**config.mk**
```make
export PLATFORM = sky130hd
export DESIGN_NAME = ptd_emit
export DESIGN_NICKNAME = d
export VERILOG_FILES = /design/src/ptd_pkg.sv /design/src/ptd_emit.sv
export SDC_FILE = /design/constraint.sdc
export NUM_CORES = 1
export LEC_CHECK = 0
export ABC_AREA = 0
export BUFFER_PORTS_ARGS = -buffer_cell sky130_fd_sc_hd__buf_2
export CAP_MARGIN = 20
export CORE_ASPECT_RATIO = 1.25
export CORE_MARGIN = 2
export CORE_UTILIZATION = 50
export CTS_BUF_LIST = sky130_fd_sc_hd__clkbuf_4 sky130_fd_sc_hd__clkbuf_8 sky130_fd_sc_hd__clkbuf_16
export DETAILED_ROUTE_END_ITERATION = 8
export PLACE_DENSITY = 0.69
export SLEW_MARGIN = 40
export SYNTH_ARGS = -nofsm -noshare
export SYNTH_HDL_FRONTEND = slang
export SYNTH_SLANG_ARGS = --single-unit
```
**constraint.sdc**
```tcl
create_clock -name clock -period 20 [get_ports clock]
set_input_delay 1 -clock clock [delete_from_list [all_inputs] [get_ports clock]]
set_output_delay 1 -clock clock [all_outputs]
set_load 0.005 [all_outputs]
```
**src/ptd_pkg.sv**
```systemverilog
// Shared types, constants and codes of the pixel tone and block dither unit.
package ptd_pkg;

   localparam int MAX_WIDTH  = 1024;
   localparam int MAX_HEIGHT = 1024;
   localparam int COORD_W    = $clog2(MAX_HEIGHT);
   localparam int SIZE_W     = 11;
   localparam int CHAN_W     = 8;
   localparam int PIXEL_W    = 3 * CHAN_W;
   localparam int SUM_W      = CHAN_W + 2;

   localparam logic [SIZE_W-1:0] MAX_WIDTH_SZ  = SIZE_W'(MAX_WIDTH);
   localparam logic [SIZE_W-1:0] MAX_HEIGHT_SZ = SIZE_W'(MAX_HEIGHT);

   localparam logic [SUM_W-1:0] BW_LIMIT  = SUM_W'(383);
   localparam logic [CHAN_W-1:0] BIN_LIMIT = CHAN_W'(128);
   localparam logic [SUM_W-1:0] DTH_A     = SUM_W'(128);
   localparam logic [SUM_W-1:0] DTH_B     = SUM_W'(383);
   localparam logic [SUM_W-1:0] DTH_C     = SUM_W'(638);
   localparam logic [SUM_W-1:0] DTH_D     = SUM_W'(893);

   // floor(x/3) == (x*683) >> 11 for every x up to 766.
   localparam int RECIP_W     = 10;
   localparam int RECIP_SHIFT = 11;
   localparam logic [RECIP_W-1:0] RECIP_THIRD = RECIP_W'(683);

   localparam int FIFO_DEPTH = 8;
   localparam int PTR_W      = $clog2(FIFO_DEPTH);
   localparam int CNT_W      = PTR_W + 1;
   localparam int RUN_MAX    = 4;
   localparam int RUN_W      = 3;

   localparam int CSR_IDX_W = 2;
   localparam logic [CSR_IDX_W-1:0] CSR_MODE   = 2'd0;
   localparam logic [CSR_IDX_W-1:0] CSR_WIDTH  = 2'd1;
   localparam logic [CSR_IDX_W-1:0] CSR_HEIGHT = 2'd2;

   typedef enum logic [1:0] {
      MODE_GREY   = 2'd0,
      MODE_BW     = 2'd1,
      MODE_BIN    = 2'd2,
      MODE_DITHER = 2'd3
   } mode_type;

   typedef struct packed {
      logic [CHAN_W-1:0] red;
      logic [CHAN_W-1:0] green;
      logic [CHAN_W-1:0] blue;
   } pixel_type;

   typedef struct packed {
      logic [CHAN_W-1:0]  out_red;
      logic [CHAN_W-1:0]  out_green;
      logic [CHAN_W-1:0]  out_blue;
      logic [COORD_W-1:0] out_column;
      logic [COORD_W-1:0] out_row;
      logic               last_of_run;
   } result_type;

   // One accepted request on its way to the tone stage.
   typedef struct packed {
      mode_type           mode;
      pixel_type          px;
      pixel_type          held;
      logic [COORD_W-1:0] col;
      logic [COORD_W-1:0] row;
      logic [RUN_W-1:0]   n;
   } stage_type;

endpackage

```
**src/ptd_emit.sv**
```systemverilog
// Result queue: takes up to four results a cycle, hands out one a cycle while rsp_stall is low.
module ptd_emit (
   input  logic                              clock,
   input  logic                              reset,
   input  ptd_pkg::result_type [3:0]         push_res,
   input  logic [ptd_pkg::RUN_W-1:0]         push_n,
   output logic [ptd_pkg::CNT_W-1:0]         level,
   output logic                              rsp_valid,
   input  logic                              rsp_stall,
   output ptd_pkg::result_type               rsp_res
);
   import ptd_pkg::*;

   result_type            fifo_ff [FIFO_DEPTH];
   logic [PTR_W-1:0]      head_ff, head_in;
   logic [PTR_W-1:0]      tail_ff, tail_in;
   logic [CNT_W-1:0]      cnt_ff, cnt_in;
   logic                  pop;

   assign rsp_valid = (cnt_ff != '0);
   assign rsp_res   = fifo_ff[head_ff];
   assign pop       = rsp_valid && !rsp_stall;
   assign level     = cnt_ff;

   always_comb begin
      head_in = head_ff + PTR_W'(pop);
      tail_in = tail_ff + PTR_W'(push_n);
      cnt_in  = cnt_ff + CNT_W'(push_n) - CNT_W'(pop);
   end

   always_ff @(posedge clock) begin
      if (reset) begin
         head_ff <= '0;
         tail_ff <= '0;
         cnt_ff  <= '0;
      end else begin
         head_ff <= head_in;
         tail_ff <= tail_in;
         cnt_ff  <= cnt_in;
      end
   end

   always_ff @(posedge clock) begin
      for (int k = 0; k < RUN_MAX; k++) begin
         if (RUN_W'(k) < push_n) begin
            fifo_ff[PTR_W'(tail_ff + PTR_W'(k))] <= push_res[k];
         end
      end
   end

endmodule

```
==> flow_metrics.env <==
export IMPL_worstHoldStart="head_ff[2]$_SDFF_PP0_"
export IMPL_grt_max_degree=60
export IMPL_area_growth_syn_to_layout_pct=9.30
export IMPL_ant_nets=0
export IMPL_cts_resized=0
export IMPL_power_density_nw_per_um2=124
export IMPL_core_area_um2=46200
export IMPL_syn_inst=2410
export IMPL_yosysWarnings=0
export IMPL_clk_latency_ps=560
export IMPL_p_leak_nw=9.29
export IMPL_vias=22200
export IMPL_grt_overflow_total=0
export IMPL_grt_pass1_vias=22100
export IMPL_path_max_fanout=46
export IMPL_async_flop_share=0
export IMPL_viasPerCell=7.47
export IMPL_cts_tree="done"
export IMPL_synth_seq_cells=370
export IMPL_grt_usage=0.367
export IMPL_pwr_share_clk=0.242
export IMPL_cts_sinks=370
export IMPL_wl_per_cell_um=30.6
export IMPL_crit_arrival_ps=5130
export IMPL_finalCritPeriodShare=0.243
export IMPL_hold_path_class="flop to flop"
export IMPL_num_rows=88
export IMPL_wl_mm=91.2
export IMPL_final_area_um2=25600
export IMPL_h_tree_depth=2
export IMPL_dp_hpwl_mm=50.6
export IMPL_nNetsFinal=2556
export IMPL_cp_end_kind="flop"
export IMPL_floorplan_initialDensity=0.506
export IMPL_max_slew_margin_rel=0.402
export IMPL_critPathLaunch="tail_ff[0]$_SDFF_PP0_"
export IMPL_synth_area_um2=23400
export IMPL_setup_viol=0
export IMPL_final_hold_viol_count=0
export IMPL_placed_cell_area_um2=24300
export IMPL_clock_fmax_mhz=206
export IMPL_worstMarginPinSlew_ps=896
export IMPL_min_period_ps=4860
export IMPL_clk_pin_slew_ps=60
export IMPL_rsz0062_at_grt="no"
export IMPL_antenna_found_initial=9
export IMPL_synth_nets=2609
export IMPL_ys_seq_area_frac=0.470
export IMPL_grt_pass1_wl_mm=134
export IMPL_cts_root_buffer="clkbuf_16"
export IMPL_final_common_cell="nand2_1"
export IMPL_clk_path_buf_depth=3
export IMPL_outcome="completed"
export IMPL_synth_area_per_cell_um2=9.72
export IMPL_synth_cell_types=47
export IMPL_drtIter0Drc=3883
export IMPL_setup_tns_ps=0
export IMPL_die_w_um=198
export IMPL_switching_share=0.354
export IMPL_path_class="flop to flop"
export IMPL_port_buffer_count=235
export IMPL_worst_hold_slack_ps=517
export IMPL_p_sw_mw=1.13
export IMPL_gp_congestion=0.905
export IMPL_clock_skew_ps=18.4
export IMPL_combPwrFrac=0.368
export IMPL_ir_drop_mv=0.121
export IMPL_boundaryPins=236
export IMPL_drtPass1Iterations=6
export IMPL_synth_flop_cell="edfxtp_1"
export IMPL_seqPwrFrac=0.391
export IMPL_r2r_start="tail_ff[0]$_SDFF_PP0_"
export IMPL_dieArea_um2=48600
export IMPL_layout_common_cells="623 x nand2_1, 360 x edfxtp_1, 355 x o22ai_1, 310 x a31oi_1, 235 x buf_2"
export IMPL_postCtsHoldBufs=0
export IMPL_finalCoreUtilization=0.553
export IMPL_cts_setup_buffers=0
export IMPL_p_int_mw=2.05
export IMPL_start_kind="flop"
export IMPL_slew_viol_final=0
export IMPL_maxCapViolCount=0
export IMPL_drive_gt1_frac=0.227
export IMPL_drcViolationCount=0
export IMPL_cts_buffers=40
export IMPL_worstPathRequired_ps=20270
export IMPL_die_h_um=246
export IMPL_synth_edff_count=360
==> state kept, by name, indices dropped and copies added (netlist names) <==
name / flops
fifo_ff: 360
head_ff: 3
level: 4
tail_ff: 3
==> cells by family after synthesis <==
group | count (synthesis) | share of synthesized area
compound gates | 741 | 0.197
xor+xnor | 11 | 0.00508
fa+ha+maj | 14 | 0.00801
buf+inv | 403 | 0.0742
flops | 370 | 0.470
mux | 185 | 0.130
simple gates | 686 | 0.116
==> power by group through the flow <==
stage	Combinational (mW)	Sequential (mW)	Clock (mW)
6_report	1.17	1.24	0.768
5_1_grt	1.22	1.26	0.790
4_1_cts	1.13	1.24	0.762
3_5_place_dp	1.13	1.26	0
3_3_place_gp	1.10	1.25	0
2_1_floorplan	0.766	1.23	0
==> layout make-up <==
cell class,count,area (um2)
Clock buffer,46,1060
Fill cell,3933,20600
Multi-Input combinational cell,1637,10800
Inverter,16,60.1
Sequential cell,370,11000
Timing Repair Buffer,292,1620
Clock inverter,23,236
Tap cell,585,732
Antenna cell,8,20.0
==> through the flow <==
| stage | cells | setup slack [ps] | total power [mW] |
|---|---|---|---|
| final | 2977 | 15140 | 3.18 |
| after global routing | 2973 | 14970 | 3.27 |
| after CTS | 2969 | 15350 | 3.13 |
| after detailed placement | 2900 | 15350 | 2.38 |
| after global placement | 2900 | 15490 | 2.35 |
| after floorplan | 2410 | 12720 | 1.99 |
==> cells in the mapped netlist (all sizes together), types with 15 or more instances <==
library cell	n	area share
nand2	623	0.10
edfxtp	360	0.46
o22ai	355	0.095
a31oi	310	0.083
buf	207	0.041
clkbuf	180	0.031
mux4	90	0.087
mux2	49	0.024
a21oi	48	0.010
mux2i	46	0.020
inv	15	0.0024
nand3	15	0.0036
==> worst paths after layout <==
check	endpoint	slack (ps)	cells past startpoint
hold reg to reg	head_ff[2]$_SDFF_PP0_	520	2
setup / recovery	fifo_ff[3][12]$_DFFE_PP_	15140	9
hold / removal	head_ff[2]$_SDFF_PP0_	520	2
setup reg to reg	fifo_ff[3][12]$_DFFE_PP_	15140	9
==> metal layers <==
| layer | vias to the layer above | global-route usage | part of all wire |
|---|---|---|---|
| met3 | 452 | 0.101 | 0.15 |
| met2 | 2219 | 0.591 | 0.46 |
| met4 | 2 | 0.208 | 0.058 |
| met5 | - | 0 | 0.00014 |
| li1 | 9010 | - | - |
| met1 | 10600 | 0.446 | 0.33 |
==> critical path, cell delays in order (launching register included) <==
cell      delay [ps]
dfxtp_1          770
clkinv_1         440
ha_1             820
nor2b_1          260
nand3_2          140
buf_4            590
and2_2           500
buf_4            500
o211ai_1         230
buf_4            300
Power figures use the tool's default switching activity.
