## config.mk

```make
export PLATFORM = sky130hd
export DESIGN_NAME = ptd_tone
export DESIGN_NICKNAME = d
export VERILOG_FILES = /design/src/ptd_pkg.sv /design/src/ptd_tone.sv
export SDC_FILE = /design/constraint.sdc
export NUM_CORES = 1
export LEC_CHECK = 0
export BUFFER_PORTS_ARGS = -buffer_cell sky130_fd_sc_hd__buf_2
export CORE_ASPECT_RATIO = 1.4
export CORE_MARGIN = 10
export CORE_UTILIZATION = 43
export DETAILED_ROUTE_END_ITERATION = 8
export MAX_ROUTING_LAYER = met4
export PLACE_DENSITY = 0.81
export SETUP_SLACK_MARGIN = 0.1
export SLEW_MARGIN = 25
export SYNTH_ARGS = -nofsm -noshare
export SYNTH_HDL_FRONTEND = slang
export SYNTH_SLANG_ARGS = --single-unit
export TNS_END_PERCENT = 30
```

## constraint.sdc

```tcl
create_clock -name vclk -period 6.2
set_clock_uncertainty 0.15 [all_clocks]
set_input_delay 0.31 -clock vclk [all_inputs]
set_output_delay 0.31 -clock vclk [all_outputs]
set_load 0.05 [all_outputs]
```

## src/ptd_pkg.sv

```systemverilog
// Shared types, constants and codes of the pixel tone and block dither unit.
package ptd_pkg;

   localparam int MAX_WIDTH  = 1024;
   localparam int MAX_HEIGHT = 1024;
   localparam int COORD_W    = $clog2(MAX_HEIGHT);
   localparam int SIZE_W     = 11;
   localparam int CHAN_W     = 8;
   localparam int PIXEL_W    = 3 * CHAN_W;
   localparam int SUM_W      = CHAN_W + 2;

   localparam logic [SIZE_W-1:0] MAX_WIDTH_SZ  = SIZE_W'(MAX_WIDTH);
   localparam logic [SIZE_W-1:0] MAX_HEIGHT_SZ = SIZE_W'(MAX_HEIGHT);

   localparam logic [SUM_W-1:0] BW_LIMIT  = SUM_W'(383);
   localparam logic [CHAN_W-1:0] BIN_LIMIT = CHAN_W'(128);
   localparam logic [SUM_W-1:0] DTH_A     = SUM_W'(128);
   localparam logic [SUM_W-1:0] DTH_B     = SUM_W'(383);
   localparam logic [SUM_W-1:0] DTH_C     = SUM_W'(638);
   localparam logic [SUM_W-1:0] DTH_D     = SUM_W'(893);

   // floor(x/3) == (x*683) >> 11 for every x up to 766.
   localparam int RECIP_W     = 10;
   localparam int RECIP_SHIFT = 11;
   localparam logic [RECIP_W-1:0] RECIP_THIRD = RECIP_W'(683);

   localparam int FIFO_DEPTH = 8;
   localparam int PTR_W      = $clog2(FIFO_DEPTH);
   localparam int CNT_W      = PTR_W + 1;
   localparam int RUN_MAX    = 4;
   localparam int RUN_W      = 3;

   localparam int CSR_IDX_W = 2;
   localparam logic [CSR_IDX_W-1:0] CSR_MODE   = 2'd0;
   localparam logic [CSR_IDX_W-1:0] CSR_WIDTH  = 2'd1;
   localparam logic [CSR_IDX_W-1:0] CSR_HEIGHT = 2'd2;

   typedef enum logic [1:0] {
      MODE_GREY   = 2'd0,
      MODE_BW     = 2'd1,
      MODE_BIN    = 2'd2,
      MODE_DITHER = 2'd3
   } mode_type;

   typedef struct packed {
      logic [CHAN_W-1:0] red;
      logic [CHAN_W-1:0] green;
      logic [CHAN_W-1:0] blue;
   } pixel_type;

   typedef struct packed {
      logic [CHAN_W-1:0]  out_red;
      logic [CHAN_W-1:0]  out_green;
      logic [CHAN_W-1:0]  out_blue;
      logic [COORD_W-1:0] out_column;
      logic [COORD_W-1:0] out_row;
      logic               last_of_run;
   } result_type;

   // One accepted request on its way to the tone stage.
   typedef struct packed {
      mode_type           mode;
      pixel_type          px;
      pixel_type          held;
      logic [COORD_W-1:0] col;
      logic [COORD_W-1:0] row;
      logic [RUN_W-1:0]   n;
   } stage_type;

endpackage

```

## src/ptd_tone.sv

```systemverilog
// Tone stage: grey, black/white, binarize and 2x2 block dither results.
module ptd_tone (
   input  ptd_pkg::stage_type                 stage,
   input  ptd_pkg::pixel_type                 top_left,
   input  ptd_pkg::pixel_type                 bottom_left,
   output ptd_pkg::result_type [3:0]          res,
   output logic [ptd_pkg::RUN_W-1:0]          res_n
);
   import ptd_pkg::*;

   logic [SUM_W-1:0]            grey_sum;
   logic [RECIP_W+SUM_W-1:0]    grey_prod;
   logic [CHAN_W-1:0]           grey;
   logic                        bw;
   logic [2:0][SUM_W-1:0]       blk_sum;
   logic [CHAN_W-1:0]           bit_r [4];
   logic [CHAN_W-1:0]           bit_g [4];
   logic [CHAN_W-1:0]           bit_b [4];
   logic [SUM_W-1:0]            thr [4];
   logic [COORD_W-1:0]          col_even;
   logic [COORD_W-1:0]          row_even;

   always_comb begin
      grey_sum  = SUM_W'(stage.px.red) + SUM_W'(stage.px.green)
                + SUM_W'(stage.px.blue) + SUM_W'(1);
      grey_prod = (RECIP_W+SUM_W)'(grey_sum) * (RECIP_W+SUM_W)'(RECIP_THIRD);
      grey      = CHAN_W'(grey_prod >> RECIP_SHIFT);
      bw        = (grey_sum - SUM_W'(1)) >= BW_LIMIT;
   end

   // Each channel of the block sums its four pixels.
   always_comb begin
      blk_sum[0] = SUM_W'(top_left.red) + SUM_W'(bottom_left.red)
                 + SUM_W'(stage.held.red) + SUM_W'(stage.px.red);
      blk_sum[1] = SUM_W'(top_left.green) + SUM_W'(bottom_left.green)
                 + SUM_W'(stage.held.green) + SUM_W'(stage.px.green);
      blk_sum[2] = SUM_W'(top_left.blue) + SUM_W'(bottom_left.blue)
                 + SUM_W'(stage.held.blue) + SUM_W'(stage.px.blue);
   end

   // Results go out top-left, bottom-left, top-right, bottom-right.
   assign thr[0] = DTH_A;
   assign thr[1] = DTH_C;
   assign thr[2] = DTH_D;
   assign thr[3] = DTH_B;

   always_comb begin
      for (int k = 0; k < 4; k++) begin
         bit_r[k] = CHAN_W'(blk_sum[0] >= thr[k]);
         bit_g[k] = CHAN_W'(blk_sum[1] >= thr[k]);
         bit_b[k] = CHAN_W'(blk_sum[2] >= thr[k]);
      end
   end

   assign col_even = {stage.col[COORD_W-1:1], 1'b0};
   assign row_even = {stage.row[COORD_W-1:1], 1'b0};

   always_comb begin
      res = '0;
      for (int k = 0; k < 4; k++) begin
         res[k].out_red     = bit_r[k];
         res[k].out_green   = bit_g[k];
         res[k].out_blue    = bit_b[k];
         res[k].out_column  = (k < 2) ? col_even : stage.col;
         res[k].out_row     = (k == 0 || k == 2) ? row_even : stage.row;
         res[k].last_of_run = (k == 3);
      end
      case (stage.mode)
         MODE_GREY: begin
            res[0].out_red   = grey;
            res[0].out_green = grey;
            res[0].out_blue  = grey;
         end
         MODE_BW: begin
            res[0].out_red   = CHAN_W'(bw);
            res[0].out_green = CHAN_W'(bw);
            res[0].out_blue  = CHAN_W'(bw);
         end
         MODE_BIN: begin
            res[0].out_red   = CHAN_W'(stage.px.red >= BIN_LIMIT);
            res[0].out_green = CHAN_W'(stage.px.green >= BIN_LIMIT);
            res[0].out_blue  = CHAN_W'(stage.px.blue >= BIN_LIMIT);
         end
         default: begin
         end
      endcase
      if (stage.mode != MODE_DITHER) begin
         res[0].out_column  = stage.col;
         res[0].out_row     = stage.row;
         res[0].last_of_run = 1'b1;
      end
   end

   assign res_n = stage.n;

endmodule

```

==> out/results.txt <==
Register area - 0 µm²
Netlist cell types - 51
Clock buffer count - 0
HPWL Detailed - 14500 µm
Critical path data required time - 5.74 ns
Die Span X - 117 µm
Slew Limit Fails - 0
Worst-margin pin slew - 0.638 ns
Register area share after synthesis - 0%
Max Cap Violations - 0
Hold Crit Class - primary input to output pin
Congestion Overflow GR - 0
Status - finished, violations left
Detailed Routing Iterations Pass 1 - 4
Period utilization - 108%
Buffers on Ports - 140
Site row count - 49
DR vias - 4376
Die height - 155 µm
Post-Syn Area - 0.00561 mm²
Critical Path End Type - output pin
Post-layout min period - 6.67 ns
Initial core utilization - 43.8%
Worst-path fanout max - 4
Synth Instances - 619
Drt first-iter violations - 98
Final setup margin - -0.475 ns
Layout overhead on the synthesized area - 18.5%
Largest net degree at the start of global routing - 9
GR Util All Layers - 17.2%
Warnings from Yosys - 0
Initial antenna violation count - 1
Startpoint Class - primary input
Die area - 0.0181 mm²
DRC violations left - 0
Placer Congestion - 0.907
Kind of critical path - primary input to output pin
Flip-flop and latch count - 0
Ports - 304
Data arrival, critical path - 6.21 ns
Final net count - 1034
Final setup viols - 21
Post-route ant nets - 0
Violated checks - setup timing
RSZ-0062 raised after global routing - true
Ratio of cells with drive above 1 in the final layout - 38.7%
First-pass GRT wire length - 24400 µm
Fin. Hold Viols - 0
Vias per cell - 4.89
Total wire length - 15500 µm
Syn Area/Cell - 9.06 µm²
Highest clock rate - 150 MHz
Vias in the first global route - 5075
Final core utilization - 51.9%
CORE AREA - 0.0128 mm²
Routed WL per cell - 17.4 µm
Worst slew margin - 57.0%
-- critical path, cell delays in order --
cell	delay [ns]
buf_8	0.10
fa_2	0.61
ha_4	0.21
a211oi_4	0.27
nor3_2	0.10
o41ai_4	0.37
xor2_2	0.23
buf_4	0.16
nor2_4	0.03
buf_4	0.13
ha_4	0.24
fa_1	0.50
fa_1	0.49
inv_1	0.05
fa_1	0.49
inv_1	0.06
ha_4	0.23
a2111oi_4	0.34
o21ai_1	0.13
nand3_1	0.12
and3_4	0.22
buf_4	0.12
nor2_4	0.03
a21oi_2	0.16
xor2_1	0.23
nor2_4	0.09
buf_6	0.17
-- worst paths after layout --
| kind | from | slack [ns] | end | depth (start not counted) |
|---|---|---|---|---|
| setup / recovery | stage[56] | -0.47 | res[26] | 27 |
| hold / removal | stage[0] | 0.47 | res_n[0] | 0 |
-- layer usage --
metal	part of all wire [%]	vias up	GRT usage, %
li1	-	2072	-
met1	35	2091	17.2
met2	57	178	33.6
met3	4.4	35	1.85
met4	3.5	0	4.96
met5	0	-	-
-- through the flow --
| stage | TNS [ns] | worst slack (ns) | hold slack [ns] | cells | cell area, µm² |
|---|---|---|---|---|---|
| 6_report | -7.87 | -0.475 | 0.470 | 895 | 6650 |
| 4_1_cts | -5.87 | -0.360 | 0.470 | 891 | 6510 |
| 5_1_grt | -13.83 | -0.719 | 0.470 | 895 | 6650 |
| 2_1_floorplan | -6.15 | -0.485 | 0.637 | 685 | 6060 |
| 3_5_place_dp | -10.31 | -0.607 | 0.470 | 886 | 6260 |
| 3_3_place_gp | -7.98 | -0.487 | 0.470 | 886 | 6260 |
-- Yosys cell counts (all sizes together) --
master	number	area, µm²
a31oi	6	37.5
o21a	5	37.5
nor2	23	86.3
a211o	2	18.8
and3	4	25.0
nand2b	5	31.3
and2b	1	8.76
buf	162	1210
a211oi	4	42.5
or3	1	6.26
conb	2	7.51
o22a	1	8.76
a21oi	28	144
o21ai	12	60.1
a21o	9	68.8
ha	95	1190
o211ai	8	60.1
fa	75	1500
a2111oi	3	32.5
o2bb2ai	1	8.76
nor2b	6	37.5
or4	1	11.3
nor3	10	55.1
and2	3	18.8
inv	73	274
or2	3	18.8
mux2i	1	10.0
o41ai	1	27.5
a311oi	3	26.3
nand3b	1	7.51
xor2	15	139
o21bai	10	75.1
nand4b	1	8.76
nand4	1	6.26
and4	1	8.76
o31a	1	10.0
nand2	9	33.8
nand3	6	30.0
o2111ai	2	17.5
o31ai	1	7.51
xnor2	22	193
or2b	1	7.51
-- cell type report --
type	instances	area, µm²
tap	153	191
multi-input combinational	450	4710
antenna	1	2.50
fill	1163	6170
inverter	73	277
timing repair buffer	218	1470
-- cells by family after synthesis --
kind of cell               Yosys count  share of synthesized area [%]
muxes                                1                          0.178
xor gates and xnor gates            37                           5.91
adders and majority gates          170                           47.9
buffers and inverters              235                           26.5
other                                2                          0.134
AOI/OAI and AO/OA                   97                           12.2
and+or+nand+nor                     77                           7.16
-- cells in the final DEF, fill, tap and decap left out, drive strengths merged, types with 8 or more instances in the layout --
cell / synthesis / routed
buf: 162 / 218
nor3: 10 / 10
ha: 95 / 95
nor2: 23 / 23
o21ai: 12 / 12
a21oi: 28 / 28
xnor2: 22 / 22
inv: 73 / 73
fa: 75 / 75
a21o: 9 / 9
nand2: 9 / 9
o211ai: 8 / 8
o21bai: 10 / 10
xor2: 15 / 15
conb: 2 / 68
-- repair_timing --
| item | 4_1_cts | 5_1_grt |
|---|---|---|
| setup buffers | 5 | 3 |
| resized for setup | 59 | 29 |
| setup endpoints to repair | 24 | 24 |
| pin swaps | 33 | 27 |
| hold buffers | 0 | 0 |
Power is not shown: default switching activity piles up to over one toggle a cycle in this logic, so the estimate is an artifact.
